$ cat src/tsrra_pkg.sv
// ----------------------------------------------------------------------------
// tsrra_pkg
// Shared types and constants of the timestamp round-robin arbiter: field
// widths, item modes, result codes, sequencer states and control structs.
// ----------------------------------------------------------------------------
package tsrra_pkg;

  localparam int MAX_SOURCES = 8;
  localparam int SRC_BITS    = $clog2(MAX_SOURCES);
  localparam int TIME_BITS   = 32;
  localparam int CNT_BITS    = 4;
  localparam int DELAY_BITS  = 16;
  localparam int CFG_BITS    = 16;

  localparam logic [CNT_BITS-1:0] SRC_COUNT_MAX = CNT_BITS'(MAX_SOURCES);
  localparam logic [CNT_BITS-1:0] SRC_COUNT_RST = CNT_BITS'(8);

  localparam logic CFG_SOURCE_COUNT = 1'b0;
  localparam logic CFG_LINK_DELAY   = 1'b1;

  typedef enum logic [1:0] {
    MODE_PUT    = 2'd0,
    MODE_UPDATE = 2'd1,
    MODE_ARB    = 2'd2,
    MODE_DONE   = 2'd3
  } mode_t;

  typedef enum logic [1:0] {
    STAT_NONE   = 2'd0,
    STAT_WAIT   = 2'd1,
    STAT_GRANT  = 2'd2,
    STAT_ACCEPT = 2'd3
  } status_t;

  typedef enum logic [2:0] {
    S_IDLE,
    S_REDUCE,
    S_SCAN,
    S_RESOLVE,
    S_FINISH
  } state_t;

  typedef struct packed {
    logic capture;
    logic reduce_step;
    logic scan_init;
    logic scan_step;
    logic resolve;
    logic out_load;
  } dp_cmd_t;

  typedef struct packed {
    logic in_arb;
    logic n_zero;
    logic ptr_ge_n;
    logic scan_last;
    logic out_free;
  } dp_stat_t;

endpackage

$ cat src/tsrra_ctrl.sv
// ----------------------------------------------------------------------------
// tsrra_ctrl
// Sequencer of the arbiter: takes a transaction, steps the pointer
// reduction and the source scan, resolves and hands the result out.
// ----------------------------------------------------------------------------
module tsrra_ctrl (
  input  logic                clk,
  input  logic                rst_n,
  input  logic                in_valid,
  output logic                in_stall,
  input  tsrra_pkg::dp_stat_t stat,
  output tsrra_pkg::dp_cmd_t  cmd,
  output tsrra_pkg::state_t   state
);
  import tsrra_pkg::*;

  state_t state_r;
  state_t state_nxt;

  always_ff @(posedge clk) begin
    if (!rst_n) begin
      state_r <= S_IDLE;
    end else begin
      state_r <= state_nxt;
    end
  end

  always_comb begin
    state_nxt = state_r;
    unique case (state_r)
      S_IDLE: begin
        if (in_valid) begin
          if (stat.in_arb && !stat.n_zero) begin
            state_nxt = S_REDUCE;
          end else begin
            state_nxt = S_FINISH;
          end
        end
      end
      S_REDUCE: begin
        if (!stat.ptr_ge_n) begin
          state_nxt = S_SCAN;
        end
      end
      S_SCAN: begin
        if (stat.scan_last) begin
          state_nxt = S_RESOLVE;
        end
      end
      S_RESOLVE: begin
        state_nxt = S_FINISH;
      end
      S_FINISH: begin
        if (stat.out_free) begin
          state_nxt = S_IDLE;
        end
      end
      default: begin
        state_nxt = S_IDLE;
      end
    endcase
  end

  always_comb begin
    cmd = '0;
    in_stall = 1'b1;
    unique case (state_r)
      S_IDLE: begin
        in_stall = 1'b0;
        cmd.capture = in_valid;
      end
      S_REDUCE: begin
        cmd.reduce_step = stat.ptr_ge_n;
        cmd.scan_init = !stat.ptr_ge_n;
      end
      S_SCAN: begin
        cmd.scan_step = 1'b1;
      end
      S_RESOLVE: begin
        cmd.resolve = 1'b1;
      end
      S_FINISH: begin
        cmd.out_load = stat.out_free;
      end
      default: begin
        cmd = '0;
      end
    endcase
  end

  assign state = state_r;

endmodule

$ cat src/tsrra_dpath.sv
// ----------------------------------------------------------------------------
// tsrra_dpath
// Source tables, configuration, scan trackers and result/output registers
// of the arbiter.
// ----------------------------------------------------------------------------
module tsrra_dpath (
  input  logic                                clk,
  input  logic                                rst_n,
  input  logic                                cfg_we,
  input  logic                                cfg_index,
  input  logic [tsrra_pkg::CFG_BITS-1:0]      cfg_wdata,
  input  logic [1:0]                          in_mode,
  input  logic [tsrra_pkg::SRC_BITS-1:0]      in_source,
  input  logic [tsrra_pkg::TIME_BITS-1:0]     in_stamp,
  input  logic                                in_active,
  input  tsrra_pkg::dp_cmd_t                  cmd,
  output tsrra_pkg::dp_stat_t                 stat,
  input  logic                                out_stall,
  output logic                                out_valid,
  output logic [1:0]                          out_status,
  output logic [tsrra_pkg::SRC_BITS-1:0]      out_grant_source,
  output logic [tsrra_pkg::TIME_BITS-1:0]     out_send_time
);
  import tsrra_pkg::*;

  logic [CNT_BITS-1:0]   src_count_r;
  logic [DELAY_BITS-1:0] link_delay_r;

  logic [MAX_SOURCES-1:0] pend_flag_r;
  logic [TIME_BITS-1:0]   pend_time_r [MAX_SOURCES];
  logic [MAX_SOURCES-1:0] src_active_r;
  logic [TIME_BITS-1:0]   src_time_r [MAX_SOURCES];
  logic [TIME_BITS-1:0]   local_time_r;
  logic [SRC_BITS-1:0]    rr_ptr_r;

  logic [SRC_BITS-1:0]  ptr_w_r;
  logic [SRC_BITS-1:0]  k_r;
  logic [SRC_BITS-1:0]  j_r;
  logic                 have_min_r;
  logic                 min_pend_r;
  logic [SRC_BITS-1:0]  min_idx_r;
  logic [TIME_BITS-1:0] min_time_r;
  logic                 have_hp_r;
  logic [SRC_BITS-1:0]  hp_idx_r;
  logic [TIME_BITS-1:0] hp_time_r;
  logic                 any_pend_r;

  status_t              res_status_r;
  logic [SRC_BITS-1:0]  res_src_r;
  logic [TIME_BITS-1:0] res_time_r;

  logic                 out_valid_r;
  status_t              out_status_r;
  logic [SRC_BITS-1:0]  out_src_r;
  logic [TIME_BITS-1:0] out_time_r;

  mode_t                mode_in;
  logic [CNT_BITS-1:0]  n_eff;
  logic [SRC_BITS-1:0]  n_last;
  logic [SRC_BITS-1:0]  k_dec;
  logic [TIME_BITS:0]   idle_sum;
  logic [TIME_BITS-1:0] idle_time;
  logic                 cur_act;
  logic                 cur_pend;
  logic [TIME_BITS-1:0] cur_time;
  logic                 take_new;
  logic                 take_tie;
  logic [TIME_BITS-1:0] grant_time;
  logic [SRC_BITS-1:0]  min_next;

  assign mode_in = mode_t'(in_mode);
  assign n_eff   = (src_count_r > SRC_COUNT_MAX) ? SRC_COUNT_MAX : src_count_r;
  assign n_last  = SRC_BITS'(n_eff - CNT_BITS'(1));
  assign k_dec   = (k_r == '0) ? n_last : k_r - SRC_BITS'(1);

  assign idle_sum  = {1'b0, src_time_r[k_r]}
                   + {{(TIME_BITS - DELAY_BITS + 1){1'b0}}, link_delay_r};
  assign idle_time = idle_sum[TIME_BITS] ? '1 : idle_sum[TIME_BITS-1:0];
  assign cur_act   = src_active_r[k_r];
  assign cur_pend  = pend_flag_r[k_r];
  assign cur_time  = cur_pend ? pend_time_r[k_r] : idle_time;
  assign take_new  = !have_min_r || (cur_time < min_time_r);
  assign take_tie  = (cur_time == min_time_r) && !min_pend_r;

  assign grant_time = have_hp_r ? hp_time_r : min_time_r;
  assign min_next   = (CNT_BITS'(min_idx_r) == n_eff - CNT_BITS'(1)) ? '0
                    : min_idx_r + SRC_BITS'(1);

  assign stat.in_arb    = (mode_in == MODE_ARB);
  assign stat.n_zero    = (n_eff == '0);
  assign stat.ptr_ge_n  = ({1'b0, ptr_w_r} >= n_eff);
  assign stat.scan_last = (j_r == '0);
  assign stat.out_free  = !out_valid_r || !out_stall;

  // configuration
  always_ff @(posedge clk) begin
    if (!rst_n) begin
      src_count_r  <= SRC_COUNT_RST;
      link_delay_r <= '0;
    end else if (cfg_we) begin
      unique case (cfg_index)
        CFG_SOURCE_COUNT: src_count_r  <= cfg_wdata[CNT_BITS-1:0];
        CFG_LINK_DELAY:   link_delay_r <= cfg_wdata[DELAY_BITS-1:0];
        default:          ;
      endcase
    end
  end

  // source tables and local time
  always_ff @(posedge clk) begin
    if (!rst_n) begin
      pend_flag_r  <= '0;
      src_active_r <= '0;
      local_time_r <= '0;
      for (int i = 0; i < MAX_SOURCES; i++) begin
        pend_time_r[i] <= '0;
        src_time_r[i]  <= '0;
      end
    end else if (cmd.capture) begin
      unique case (mode_in)
        MODE_PUT: begin
          pend_flag_r[in_source] <= 1'b1;
          pend_time_r[in_source] <= in_stamp;
        end
        MODE_UPDATE: begin
          src_active_r[in_source] <= in_active;
          src_time_r[in_source]   <= in_stamp;
        end
        MODE_DONE: begin
          pend_flag_r[in_source] <= 1'b0;
          local_time_r           <= in_stamp;
        end
        default: ;
      endcase
    end
  end

  always_ff @(posedge clk) begin
    if (!rst_n) begin
      rr_ptr_r <= '0;
    end else if (cmd.resolve && any_pend_r && !have_hp_r && min_pend_r) begin
      rr_ptr_r <= min_next;
    end
  end

  // pointer reduction and scan trackers
  always_ff @(posedge clk) begin
    if (cmd.capture) begin
      ptr_w_r <= rr_ptr_r;
    end else if (cmd.reduce_step) begin
      ptr_w_r <= SRC_BITS'({1'b0, ptr_w_r} - n_eff);
    end

    if (cmd.scan_init) begin
      k_r        <= (ptr_w_r == '0) ? n_last : ptr_w_r - SRC_BITS'(1);
      j_r        <= n_last;
      have_min_r <= 1'b0;
      min_pend_r <= 1'b0;
      min_idx_r  <= '0;
      min_time_r <= '0;
      have_hp_r  <= 1'b0;
      hp_idx_r   <= '0;
      hp_time_r  <= '0;
      any_pend_r <= 1'b0;
    end else if (cmd.scan_step) begin
      k_r <= k_dec;
      j_r <= j_r - SRC_BITS'(1);
      if (cur_act) begin
        if (take_new) begin
          have_min_r <= 1'b1;
          min_time_r <= cur_time;
          min_idx_r  <= k_r;
          min_pend_r <= cur_pend;
        end else if (take_tie) begin
          min_idx_r  <= k_r;
          min_pend_r <= cur_pend;
        end
        if (cur_pend) begin
          any_pend_r <= 1'b1;
          if (cur_time <= local_time_r) begin
            have_hp_r <= 1'b1;
            hp_idx_r  <= k_r;
            hp_time_r <= cur_time;
          end
        end
      end
    end
  end

  // result
  always_ff @(posedge clk) begin
    if (cmd.capture) begin
      res_status_r <= (mode_in == MODE_ARB) ? STAT_NONE : STAT_ACCEPT;
      res_src_r    <= '0;
      res_time_r   <= '0;
    end else if (cmd.resolve) begin
      if (!any_pend_r) begin
        res_status_r <= STAT_NONE;
      end else if (have_hp_r || min_pend_r) begin
        res_status_r <= STAT_GRANT;
        res_src_r    <= have_hp_r ? hp_idx_r : min_idx_r;
        res_time_r   <= (grant_time < local_time_r) ? local_time_r : grant_time;
      end else begin
        res_status_r <= STAT_WAIT;
      end
    end
  end

  // output register
  always_ff @(posedge clk) begin
    if (!rst_n) begin
      out_valid_r <= 1'b0;
    end else if (cmd.out_load) begin
      out_valid_r <= 1'b1;
    end else if (!out_stall) begin
      out_valid_r <= 1'b0;
    end
  end

  always_ff @(posedge clk) begin
    if (cmd.out_load) begin
      out_status_r <= res_status_r;
      out_src_r    <= res_src_r;
      out_time_r   <= res_time_r;
    end
  end

  assign out_valid        = out_valid_r;
  assign out_status       = out_status_r;
  assign out_grant_source = out_src_r;
  assign out_send_time    = out_time_r;

endmodule

$ cat src/timestamp_round_robin_arbiter_core.sv
// ----------------------------------------------------------------------------
// timestamp_round_robin_arbiter_core
// put, update and complete skip the scan and load their result from the finish state
// arbitrate: r pointer reductions (0-7), a scan of the n sources in use, then resolve; n = 0 skips to finish
// the scan reads one source entry per cycle
// one transaction in flight: the next is taken the cycle after the result loads
// reset (synchronous, active low) clears tables, local time, pointer and config
// ----------------------------------------------------------------------------
module timestamp_round_robin_arbiter_core (
  input  logic                            clk,
  input  logic                            rst_n,
  input  logic                            cfg_we,
  input  logic                            cfg_index,
  input  logic [tsrra_pkg::CFG_BITS-1:0]  cfg_wdata,
  input  logic                            in_valid,
  output logic                            in_stall,
  input  logic [1:0]                      in_mode,
  input  logic [tsrra_pkg::SRC_BITS-1:0]  in_source,
  input  logic [tsrra_pkg::TIME_BITS-1:0] in_stamp,
  input  logic                            in_active,
  output logic                            out_valid,
  input  logic                            out_stall,
  output logic [1:0]                      out_status,
  output logic [tsrra_pkg::SRC_BITS-1:0]  out_grant_source,
  output logic [tsrra_pkg::TIME_BITS-1:0] out_send_time
);
  import tsrra_pkg::*;

  dp_cmd_t  cmd;
  dp_stat_t stat;
  state_t   state;

  tsrra_ctrl u_ctrl (
    .clk      (clk),
    .rst_n    (rst_n),
    .in_valid (in_valid),
    .in_stall (in_stall),
    .stat     (stat),
    .cmd      (cmd),
    .state    (state)
  );

  tsrra_dpath u_dpath (
    .clk              (clk),
    .rst_n            (rst_n),
    .cfg_we           (cfg_we),
    .cfg_index        (cfg_index),
    .cfg_wdata        (cfg_wdata),
    .in_mode          (in_mode),
    .in_source        (in_source),
    .in_stamp         (in_stamp),
    .in_active        (in_active),
    .cmd              (cmd),
    .stat             (stat),
    .out_stall        (out_stall),
    .out_valid        (out_valid),
    .out_status       (out_status),
    .out_grant_source (out_grant_source),
    .out_send_time    (out_send_time)
  );

  // one transaction in flight
  a_single_item: assert property (@(posedge clk) disable iff (!rst_n)
    in_valid && !in_stall |=> in_stall)
    else $error("transaction accepted while another in flight");

  // result loads only from the finish state
  a_load_from_finish: assert property (@(posedge clk) disable iff (!rst_n)
    cmd.out_load |-> state == S_FINISH && !in_stall == 1'b0)
    else $error("result loaded outside finish state");

  // non-grant results carry no source or time
  a_nongrant_zero: assert property (@(posedge clk) disable iff (!rst_n)
    out_valid && out_status != STAT_GRANT |-> out_grant_source == '0 && out_send_time == '0)
    else $error("non-grant result with source or time set");

endmodule
$ cat config.mk
export PLATFORM = sky130hd
export DESIGN_NAME = timestamp_round_robin_arbiter_core
export DESIGN_NICKNAME = d
export VERILOG_FILES = /design/src/tsrra_pkg.sv /design/src/tsrra_ctrl.sv /design/src/tsrra_dpath.sv /design/src/timestamp_round_robin_arbiter_core.sv
export SDC_FILE = /design/constraint.sdc
export NUM_CORES = 1
export LEC_CHECK = 0
export BUFFER_PORTS_ARGS = -buffer_cell sky130_fd_sc_hd__buf_2
export CAP_MARGIN = 20
export CORE_MARGIN = 3
export CORE_UTILIZATION = 40
export CTS_CLUSTER_SIZE = 30
export DETAILED_ROUTE_END_ITERATION = 10
export PLACE_DENSITY = 0.6
export SYNTH_ARGS = -nofsm -noshare
export SYNTH_HDL_FRONTEND = slang
export SYNTH_HIERARCHICAL = 1
export SYNTH_SLANG_ARGS = --single-unit
$ cat constraint.sdc
create_clock -name clk -period 9.15 [get_ports clk]
set_clock_uncertainty 0.1 [all_clocks]
set_input_delay 0.4575 -clock clk [delete_from_list [all_inputs] [get_ports clk]]
set_output_delay 0.4575 -clock clk [all_outputs]
set_load 0.02 [all_outputs]
==> results of run 1 <==
[stage by stage]
step                std cells  utilization  power [mW]
floorplan                2956            -        4.53
global placement         4061        0.425        4.85
detailed placement       4063        0.425        4.88
CTS                      4232        0.458        8.26
global route             4236        0.458        8.48
finish                   4238        0.458        8.18
[worst paths after layout]
kind                                                 end  cells past startpoint  slack [ps]                  start
worst max register to register     u_dpath/min_time_r[8]                     20        1080                   flop
worst min-delay path             u_dpath/link_delay_r[1]                      2         110                  rst_n
worst max-delay path               u_dpath/min_time_r[8]                     20        1080                   flop
worst min register to register  u_dpath/out_send_time[7]                      0         320  u_dpath/res_time_r[7]
[power groups by stage]
stage / Combinational [mW] / Clock (mW) / Sequential, mW
6_report: 1.00 / 3.36 / 3.81
5_1_grt: 1.09 / 3.56 / 3.83
4_1_cts: 0.999 / 3.45 / 3.82
3_5_place_dp: 0.988 / 0 / 3.89
3_3_place_gp: 0.976 / 0 / 3.88
2_1_floorplan: 0.654 / 0 / 3.87
[area by class of cell]
| cell class | instances | area [µm²] | area share |
|---|---|---|---|
| diodes | 3 | 7.51 | 0.000181 |
| clock buffers | 104 | 2230 | 0.0537 |
| clock inverters | 46 | 522 | 0.0126 |
| inverters | 102 | 383 | 0.00922 |
| multi-input cells | 1894 | 15200 | 0.367 |
| flip-flops and latches | 747 | 20600 | 0.496 |
| well taps | 1176 | 1470 | 0.0354 |
| repair buffers | 166 | 1100 | 0.0265 |
[cells in the mapped netlist (46+ instances only)]
cell | number | area share
a21oi_1 | 46 | 0.0063
inv_1 | 102 | 0.010
nor2_1 | 131 | 0.013
ha_1 | 126 | 0.043
mux4_2 | 127 | 0.078
o21ai_0 | 95 | 0.013
edfxtp_1 | 560 | 0.46
mux2i_1 | 83 | 0.023
nand2_1 | 222 | 0.023
a21boi_0 | 49 | 0.010
clkbuf_1 | 179 | 0.018
and2_1 | 519 | 0.088
dfxtp_1 | 187 | 0.10
or3_1 | 69 | 0.012
[registers in the layout (all words and copies together), names as in the netlist, 4 cells and up, named ones only]
signal                 count
u_dpath/min_time_r        32
u_dpath/out_send_time     32
u_dpath/src_count_r        4
u_dpath/res_time_r        32
u_dpath/src_active_r       8
u_dpath/src_time_r       256
u_dpath/link_delay_r      16
u_dpath/local_time_r      32
u_dpath/pend_time_r      256
u_dpath/hp_time_r         32
[cell families (layout without fill, tap and decap cells)]
family                     count (synthesis)  in the layout  share of synthesized area
and+or+nand+nor                         1115           1115                      0.169
DFF                                      747            747                      0.560
AOI/OAI and AO/OA                        376            376                     0.0722
buffers and inverters                    315            418                     0.0346
muxes                                    244            244                      0.113
adders and majority gates                128            128                     0.0440
xor gates and xnor gates                  31             31                    0.00739
other                                      0              3                          0
[layer usage]
layer | GRT usage | part of all wire | vias to the layer above
li1 | - | - | 10800
met1 | 0.301 | 0.44 | 12000
met2 | 0.350 | 0.47 | 849
met3 | 0.0286 | 0.062 | 162
met4 | 0.0738 | 0.030 | 0
met5 | 0 | 0 | -
==> impl_metrics.csv, run 1 <==
group,metric,value,unit
cts,hold_buffers,19,
pwr,power_density,197,nW/µm²
cts,cts.sinks,747,
cts,post_cts.repair.setup_buffers,0,
synth,synth_cells,2956,
synth,ys_seq_area_frac,0.560,
synth,synth_ff_type,"edfxtp_1",
layout,syn_to_final_growth,13.0,%
die,core_area,90600,µm²
run,cap_viol_max_count,0,
cts,cts.repair.resized,0,
worst_setup_path,critPathArrivalTime,8470,ps
grt,grt_pass1_vias,23800,
sta,rsz0062_at_grt,"no",
placement,dpl.hpwl,65.4,mm
placement,pre_cts_slack,1050,ps
cts,htree_levels,3,
sta,post-route-min-period,8070,ps
die,pin_count,99,
sta,whs,108,ps
grt,grt_usage,0.216,
grt,grt-ovfl-total,0,
die,rows,110,
die,start_util,0.405,
pwr,p_seq_frac,0.466,
sta,finalSetupTns,0,ps
worst_setup_path,worst_setup_path_end_kind,"flop",
route,drc_errors,0,
pwr,switching_share,0.256,
worst_setup_path,critPathRequiredTime,9560,ps
cts,clk_latency,650,ps
synth,async_reset_ff_frac,0,
route,ant_nets,0,
route,vias,23800,
grt,grt_max_degree,108,
worst_setup_path,crit_type,"reg2reg",
grt,antenna_found_initial,1,
die,die_h,309,µm
worst_setup_path,crit_family,"compound AO/OA/AOI/OAI gates",
pwr,power.leakage,15.2,nW
die,fp.dieArea,95500,µm²
layout,final_common_cell,"edfxtp_1",
sta,fin_crit_sh,0.882,
route,initialDrtViolationCount,2054,
synth,ys_types,81,
cts,clk_pin_slew,60,ps
sta,relSlewSlack,0.205,
layout,drive_above_1_share,0.161,
route,detail_route.wl_per_cell,24.4,µm
status,status,"complete, no violations",
placement,port_buffers,98,
route,avgViaCountPerCell,5.63,
worst_setup_path,crit_path_top_delay_cell,"a31oi_2",
layout,final_cell_area,41500,µm²
sta,hold_viol_final,0,
worst_setup_path,path_buf_inv,1,
synth,synth_edf_count,560,
pwr,switching_power,2.09,mW
pwr,power_frac_comb,0.123,
synth,syn_area,36700,µm²
sta,fmax,0.124,GHz
pwr,clockPowerShare,0.411,
placement,gp_congestion,0.893,
synth,avgSynthCellArea,12.4,µm²
cts,numCtsBuffers,81,
worst_setup_path,crit_fanout,34,
pwr,intPower,6.09,mW
placement,placed_area,38500,µm²
layout,fillers,8061,
worst_setup_path,crit_chain,"mux4_2 -> mux2_2 -> ha_1 -> fa_1 -> a21o_1 -> a221oi_1 -> or4_1 -> a21oi_4 -> a31oi_2 -> a22oi_1 -> ha_1 -> nand4_1 -> nor4_1 -> o211ai_1 -> a21oi_1 -> or3_1 -> a21o_1 -> buf_4 -> mux2i_1 -> nor2_1",
worst_setup_path,cp-start-kind,"flop",
route,drt-pass1-iter-count,5,
cts,cts-root-buf,"clkbuf_16",
layout,layout_common_cells,"edfxtp_1, and2_1, nand2_1, dfxtp_1, mux4_2",
die,dieWidth,309,µm
synth,synthesis.nets,3144,
layout,nNetsFinal,3180,
sta,drv_slew,0,
synth,ys_seq_elements,747,
cts,cts_tree,"built",
route,routed_wl,104,mm
worst_setup_path,cpPeakStageDelay,880,ps
hold_path,hold_class,"in2reg",
synth,ys_warn_count,6,
pwr,peakVddDrop,0.149,mV
sta,setup_slack,1080,ps
sta,setup_viol,0,
cts,clockBufferDepth,3,
grt,grt_pass1_wl,154,mm
sta,tightest_slew,1190,ps
Power figures use the tool's default switching activity.
==> run 2: changes to the inputs <==
Settings changed: SYNTH_HIERARCHICAL 1 to unset.
==> run 2 against run 1 <==
Worst setup slack improved by 140 ps. Utilization decreased by 0.42 points. Hold slack got worse by 71 ps. Synthesized cell count decreased by 1.1%. Largest power group unchanged. Highest routed layer unchanged.
==> impl_metrics.csv, run 2 <==
group,metric,value,unit
layout,syn_to_final_growth,12.4,%
sta,post-route-min-period,7920,ps
sta,rsz0062_at_grt,"no",
layout,final_common_cell,"edfxtp_1",
worst_setup_path,crit_type,"reg2reg",
status,status,"complete, no violations",
die,core_area,90100,µm²
synth,ys_warn_count,0,
pwr,power_frac_comb,0.134,
cts,htree_levels,3,
synth,ys_seq_area_frac,0.565,
route,drt-pass1-iter-count,6,
pwr,switching_share,0.262,
synth,synthesis.nets,3111,
worst_setup_path,crit_family,"compound AO/OA/AOI/OAI gates",
pwr,p_seq_frac,0.476,
grt,grt_max_degree,84,
cts,cts_tree,"built",
synth,yosysMostFrequentCell,"edfxtp_1",
placement,gp_congestion,0.972,
run,cap_viol_max_count,0,
layout,layout_common_cells,"edfxtp_1, and2_1, nand2_1, dfxtp_1, ha_1",
synth,synth_top_area_share,0.462,
die,dieWidth,308,µm
synth,synthMuxAreaShare,0.118,
synth,synth_cells,2923,
grt,grt_pass1_vias,24000,
worst_setup_path,crit_chain,"mux4_2 -> mux2_2 -> ha_1 -> fa_1 -> a31o_2 -> a31o_2 -> a41oi_2 -> a2111o_1 -> o21ai_0 -> a21oi_1 -> inv_1 -> ha_1 -> a211oi_1 -> nor2_1 -> o221a_2 -> a311o_1 -> o31ai_1 -> and2_1 -> nor2_1 -> a22o_1",
synth,async_reset_ff_frac,0,
synth,netlist_top_cells_count,"edfxtp_1, and2_1, nand2_1",
synth,yosys-top-cells-area,"edfxtp_1, dfxtp_1, and2_1",
sta,whs,37.0,ps
synth,synth_adder_area_share,0.0444,
synth,synth_ff_type,"edfxtp_1",
worst_setup_path,worst_setup_path_end_kind,"flop",
synth,synth_top_family_by_area,"simple AND/OR/NAND/NOR gates",
worst_setup_path,crit_fanout,39,
die,rows,110,
route,ant_nets,0,
hold_path,hold_class,"in2reg",
cts,clk_latency,630,ps
die,start_util,0.404,
sta,setup_viol,0,
worst_setup_path,cp-start-kind,"flop",
cts,clk_pin_slew,70,ps
grt,antenna_found_initial,9,
worst_setup_path,critPathRequiredTime,9570,ps
worst_setup_path,r2r-end,"u_dpath.min_time_r[21]",
synth,avgSynthCellArea,12.5,µm²
worst_setup_path,crit_path_top_delay_cell,"dfxtp_4",
worst_setup_path,r2r_setup_slack,1230,ps
die,pin_count,99,
worst_setup_path,endpoint,"u_dpath.min_time_r[21]",
grt,grt-ovfl-total,0,
layout,drive_above_1_share,0.165,
layout,reg_top3,"u_dpath.pend_time_r: 256 flops, u_dpath.src_time_r: 256 flops",
sta,fin_crit_sh,0.866,
pwr,power.leakage,15.4,nW
synth,ys_types,88,
sta,fmax,0.126,GHz
placement,dpl.hpwl,67.4,mm
synth,synthSimpleGateAreaFrac,0.151,
route,avgViaCountPerCell,5.63,
die,fp.dieArea,94700,µm²
worst_setup_path,reg2regPathDepth,20,
synth,yosysTopAreaCell,"edfxtp_1",
layout,post-route-util,0.454,
route,initialDrtViolationCount,2355,
pwr,power_density,196,nW/µm²
die,die_h,308,µm
route,detail_route.wl_per_cell,25.4,µm
cts,cts-root-buf,"clkbuf_16",
worst_setup_path,worstSetupPathDepth,20,
cts,cts.sinks,747,
pwr,intPower,5.93,mW
synth,syn_area,36400,µm²
pwr,peakVddDrop,0.119,mV
sta,finalSetupTns,0,ps
sta,drv_slew,0,
cts,clockBufferDepth,3,
hold_path,hp-start,"cfg_wdata[12]",
synth,synth-xor-area-share,0.00794,
layout,nNetsFinal,3160,
pwr,clockPowerShare,0.391,
sta,hold_viol_final,0,
synth,synth_edf_count,560,
synth,ys_seq_elements,747,
synth,synth-compound-area-share,0.0788,
sta,tightest_slew,1120,ps
route,vias,23700,
cts,numCtsBuffers,81,
cts,cts.repair.resized,0,
placement,port_buffers,98,
route,drc_errors,0,
pwr,switching_power,2.11,mW
grt,grt_pass1_wl,159,mm
route,routed_wl,107,mm
worst_setup_path,cpPeakStageDelay,860,ps
worst_setup_path,path_buf_inv,1,
sta,relSlewSlack,0.252,
worst_setup_path,critPathArrivalTime,8350,ps
grt,grt_usage,0.226,
==> run 2: worst min path at each step <==
stage / end / slack (ps) / cells past startpoint
after detailed placement: u_dpath.out_status[1] / 310 / 0
after floorplan: u_dpath.out_status[0] / 300 / 0
after CTS: u_dpath.link_delay_r[12] / 4 / 3
after global routing: u_dpath.link_delay_r[12] / 40 / 3
final: u_dpath.link_delay_r[12] / 40 / 3
after global placement: u_dpath.out_send_time[9] / 310 / 0
==> run 2: per-layer routing <==
| metal | global-route usage | part of all wire | wire [µm] |
|---|---|---|---|
| met4 | 0.0772 | 0.033 | 3530 |
| met2 | 0.381 | 0.48 | 51300 |
| met3 | 0.0338 | 0.068 | 7320 |
| met5 | 0 | 0 | 0 |
| met1 | 0.300 | 0.42 | 44900 |
==> run 2: kinds of logic after synthesis <==
kind of cell	count (synthesis)
and+or+nand+nor	1022
xor gates and xnor gates	33
muxes	254
AOI/OAI and AO/OA	436
buffers and inverters	303
DFF	747
adders and majority gates	128
==> run 2: worst min-delay path, cell delays in order <==
cell      delay, ps
buf_2           130
nand2_1          60
a21boi_0         70
==> run 2: final cells by class <==
cell class / count / area, µm²
clock buffer: 100 / 2210
tap: 1176 / 1470
multi-input combinational: 1873 / 14900
clock inverter: 51 / 327
fill: 8050 / 49200
timing repair buffer: 167 / 1120
antenna: 2 / 5.00
sequential: 747 / 20600
inverter: 102 / 383
==> run 2: metrics by stage <==
| stage | cells | instance area [µm²] | power (mW) | worst slack (ps) |
|---|---|---|---|---|
| 6_report | 4218 | 40900 | 8.04 | 1230 |
| 5_1_grt | 4218 | 40900 | 8.33 | 642 |
| 2_1_floorplan | 2923 | 36400 | 4.61 | 2130 |
| 3_5_place_dp | 4048 | 38200 | 4.96 | 1220 |
| 4_1_cts | 4213 | 40900 | 8.10 | 1190 |
| 3_3_place_gp | 4047 | 38200 | 4.94 | 1340 |
==> run 2: repair_timing <==
item,4_1_cts,5_1_grt
endpoints found under the hold margin,18,0
hold buffers,14,0
buffers inserted,0,0
==> run 2: power by group through the flow <==
stage	Sequential (mW)	Clock (mW)	Combinational, mW
global placement	3.89	0	1.05
global route	3.84	3.32	1.17
CTS	3.83	3.21	1.07
floorplan	3.87	0	0.735
detailed placement	3.90	0	1.06
finish	3.83	3.14	1.07
==> run 3: changes to the inputs <==
Settings changed: CORE_ASPECT_RATIO set to 1.4.
Clock period 9.15 ns to 8.5 ns, I/O delays scaled along.
==> run 3 against run 2 <==
Global-route usage hardly changed. Critical path depth increased by 1. Hold slack improved by 33 ps. Sequential share of layout area is 0.13 points higher. Sequential power up 7.3%. Critical path type unchanged.
==> impl_metrics.csv, run 3 (synthesized netlist as in run 2, its figures left out) <==
group,metric,value,unit
hold_path,hold_class,"in2reg",
pwr,power.leakage,15.4,nW
cts,clk_pin_slew,60,ps
sta,tightest_slew,1160,ps
die,die_h,363,µm
cts,cts.sinks,747,
sta,setup_viol,0,
layout,final_common_cell,"edfxtp_1",
worst_setup_path,critPathArrivalTime,8040,ps
die,start_util,0.405,
layout,nNetsFinal,3155,
sta,rsz0062_at_grt,"no",
status,status,"complete, no violations",
route,vias,23500,
worst_setup_path,crit_type,"reg2reg",
placement,gp_congestion,0.915,
sta,fin_crit_sh,0.893,
placement,dp.cells,4063,
grt,grt_max_degree,66,
cts,htree_levels,3,
sta,hold_viol_final,0,
pwr,power_density,211,nW/µm²
route,ant_nets,0,
route,routed_wl,107,mm
layout,reg_top3,"u_dpath.pend_time_r: 256 flops, u_dpath.src_time_r: 256 flops",
cts,hold_buffers,15,
die,dieWidth,261,µm
cts,clockBufferDepth,3,
die,pin_count,99,
grt,grt-ovfl-total,0,
layout,layout_common_cells,"edfxtp_1, and2_1, nand2_1, dfxtp_1, ha_1",
worst_setup_path,worst_setup_path_end_kind,"flop",
route,initialDrtViolationCount,1954,
pwr,peakVddDrop,0.175,mV
cts,post_cts.repair.setup_buffers,0,
cts,cts_tree,"built",
run,cap_viol_max_count,0,
worst_setup_path,cp-start-kind,"flop",
grt,grt_pass1_wl,158,mm
cts,numCtsBuffers,75,
cts,cts-root-buf,"clkbuf_16",
sta,fmax,0.132,GHz
die,core_area,89900,µm²
cts,cts.repair.resized,0,
sta,finalSetupTns,0,ps
layout,drive_above_1_share,0.163,
placement,dpl.hpwl,70.4,mm
sta,drv_slew,0,
route,drt-pass1-iter-count,5,
route,avgViaCountPerCell,5.59,
die,rows,130,
grt,antenna_found_initial,1,
sta,relSlewSlack,0.224,
route,drc_errors,0,
sta,post-route-min-period,7590,ps
cts,clk_latency,640,ps
placement,port_buffers,98,
pwr,total_power,8.61,mW
layout,finalNonFillerCells,4215,
worst_setup_path,crit_fanout,25,
hold_path,hp-start,"cfg_wdata[0]",
route,detail_route.wl_per_cell,25.5,µm
die,fp.dieArea,94800,µm²
grt,grt_usage,0.227,
layout,syn_to_final_growth,12.1,%
grt,grt_pass1_vias,24600,
worst_setup_path,critPathRequiredTime,8950,ps
run 3: cell count changes in the layout (fill, tap and decap cells not counted), moves of 4 or more:
cell and change:
clkinv_1 -10, clkbuf_1 +6, nor2_4 +4, clkbuf_16 -4, clkinv_2 -4, clkinv_4 -4, nor2_2 -4
run 3: final timing paths:
path,depth (start not counted),endpoint,slack (ps)
hold / removal,3,u_dpath.link_delay_r[0],70
setup / recovery,21,u_dpath.min_time_r[20],910
hold reg to reg,0,u_dpath.out_status[1],320
setup reg to reg,21,u_dpath.min_time_r[20],910
run 3: critical path, cell delays in order, from the launching register on:
cell	delay, ps
dfxtp_4	690
buf_12	300
mux4_2	520
mux2_2	340
ha_1	370
and3_1	250
and2_1	150
o31ai_2	840
a2111o_1	560
o21ai_0	180
a21oi_1	300
inv_1	120
ha_1	310
a211oi_1	260
nor2_1	80
o221a_2	280
a311o_1	320
o31ai_1	410
and2_1	430
buf_4	290
o311ai_1	140
a21oi_1	200
run 3: power by group:
part	switching, mW	leakage [nW]	internal, mW
logic	0.723	6.92	0.448
registers	0.0607	7.24	4.05
clock network	1.44	1.20	1.89
total	2.22	15.4	6.39
run 3: area by class of cell:
| class | instances | area [µm²] |
|---|---|---|
| Multi-Input combinational cell | 1873 | 14900 |
| Tap cell | 1188 | 1490 |
| Antenna cell | 1 | 2.50 |
| Clock buffer | 103 | 2140 |
| Timing Repair Buffer | 168 | 1080 |
| Inverter | 102 | 383 |
| Clock inverter | 33 | 294 |
| Sequential cell | 747 | 20600 |
| Fill cell | 8018 | 49100 |
run 3: metal layers:
layer | part of all wire | track usage | vias to the layer above | wire, µm
met4 | 0.040 | 0.0936 | 0 | 4310
li1 | - | - | 10600 | -
met5 | 0 | 0 | - | 0
met1 | 0.38 | 0.272 | 11900 | 41300
met3 | 0.058 | 0.0290 | 208 | 6250
met2 | 0.52 | 0.409 | 802 | 55600
run 3: through the flow:
stage / utilization / cell area, µm² / hold WS (ps) / worst slack, ps
after floorplan: - / 36400 / 300 / 1480
after global placement: 0.425 / 38200 / 302 / 1140
after detailed placement: 0.425 / 38200 / 305 / 974
after CTS: 0.454 / 40800 / 37.7 / 890
after global routing: 0.454 / 40800 / 63.9 / 468
final: 0.454 / 40800 / 69.9 / 906
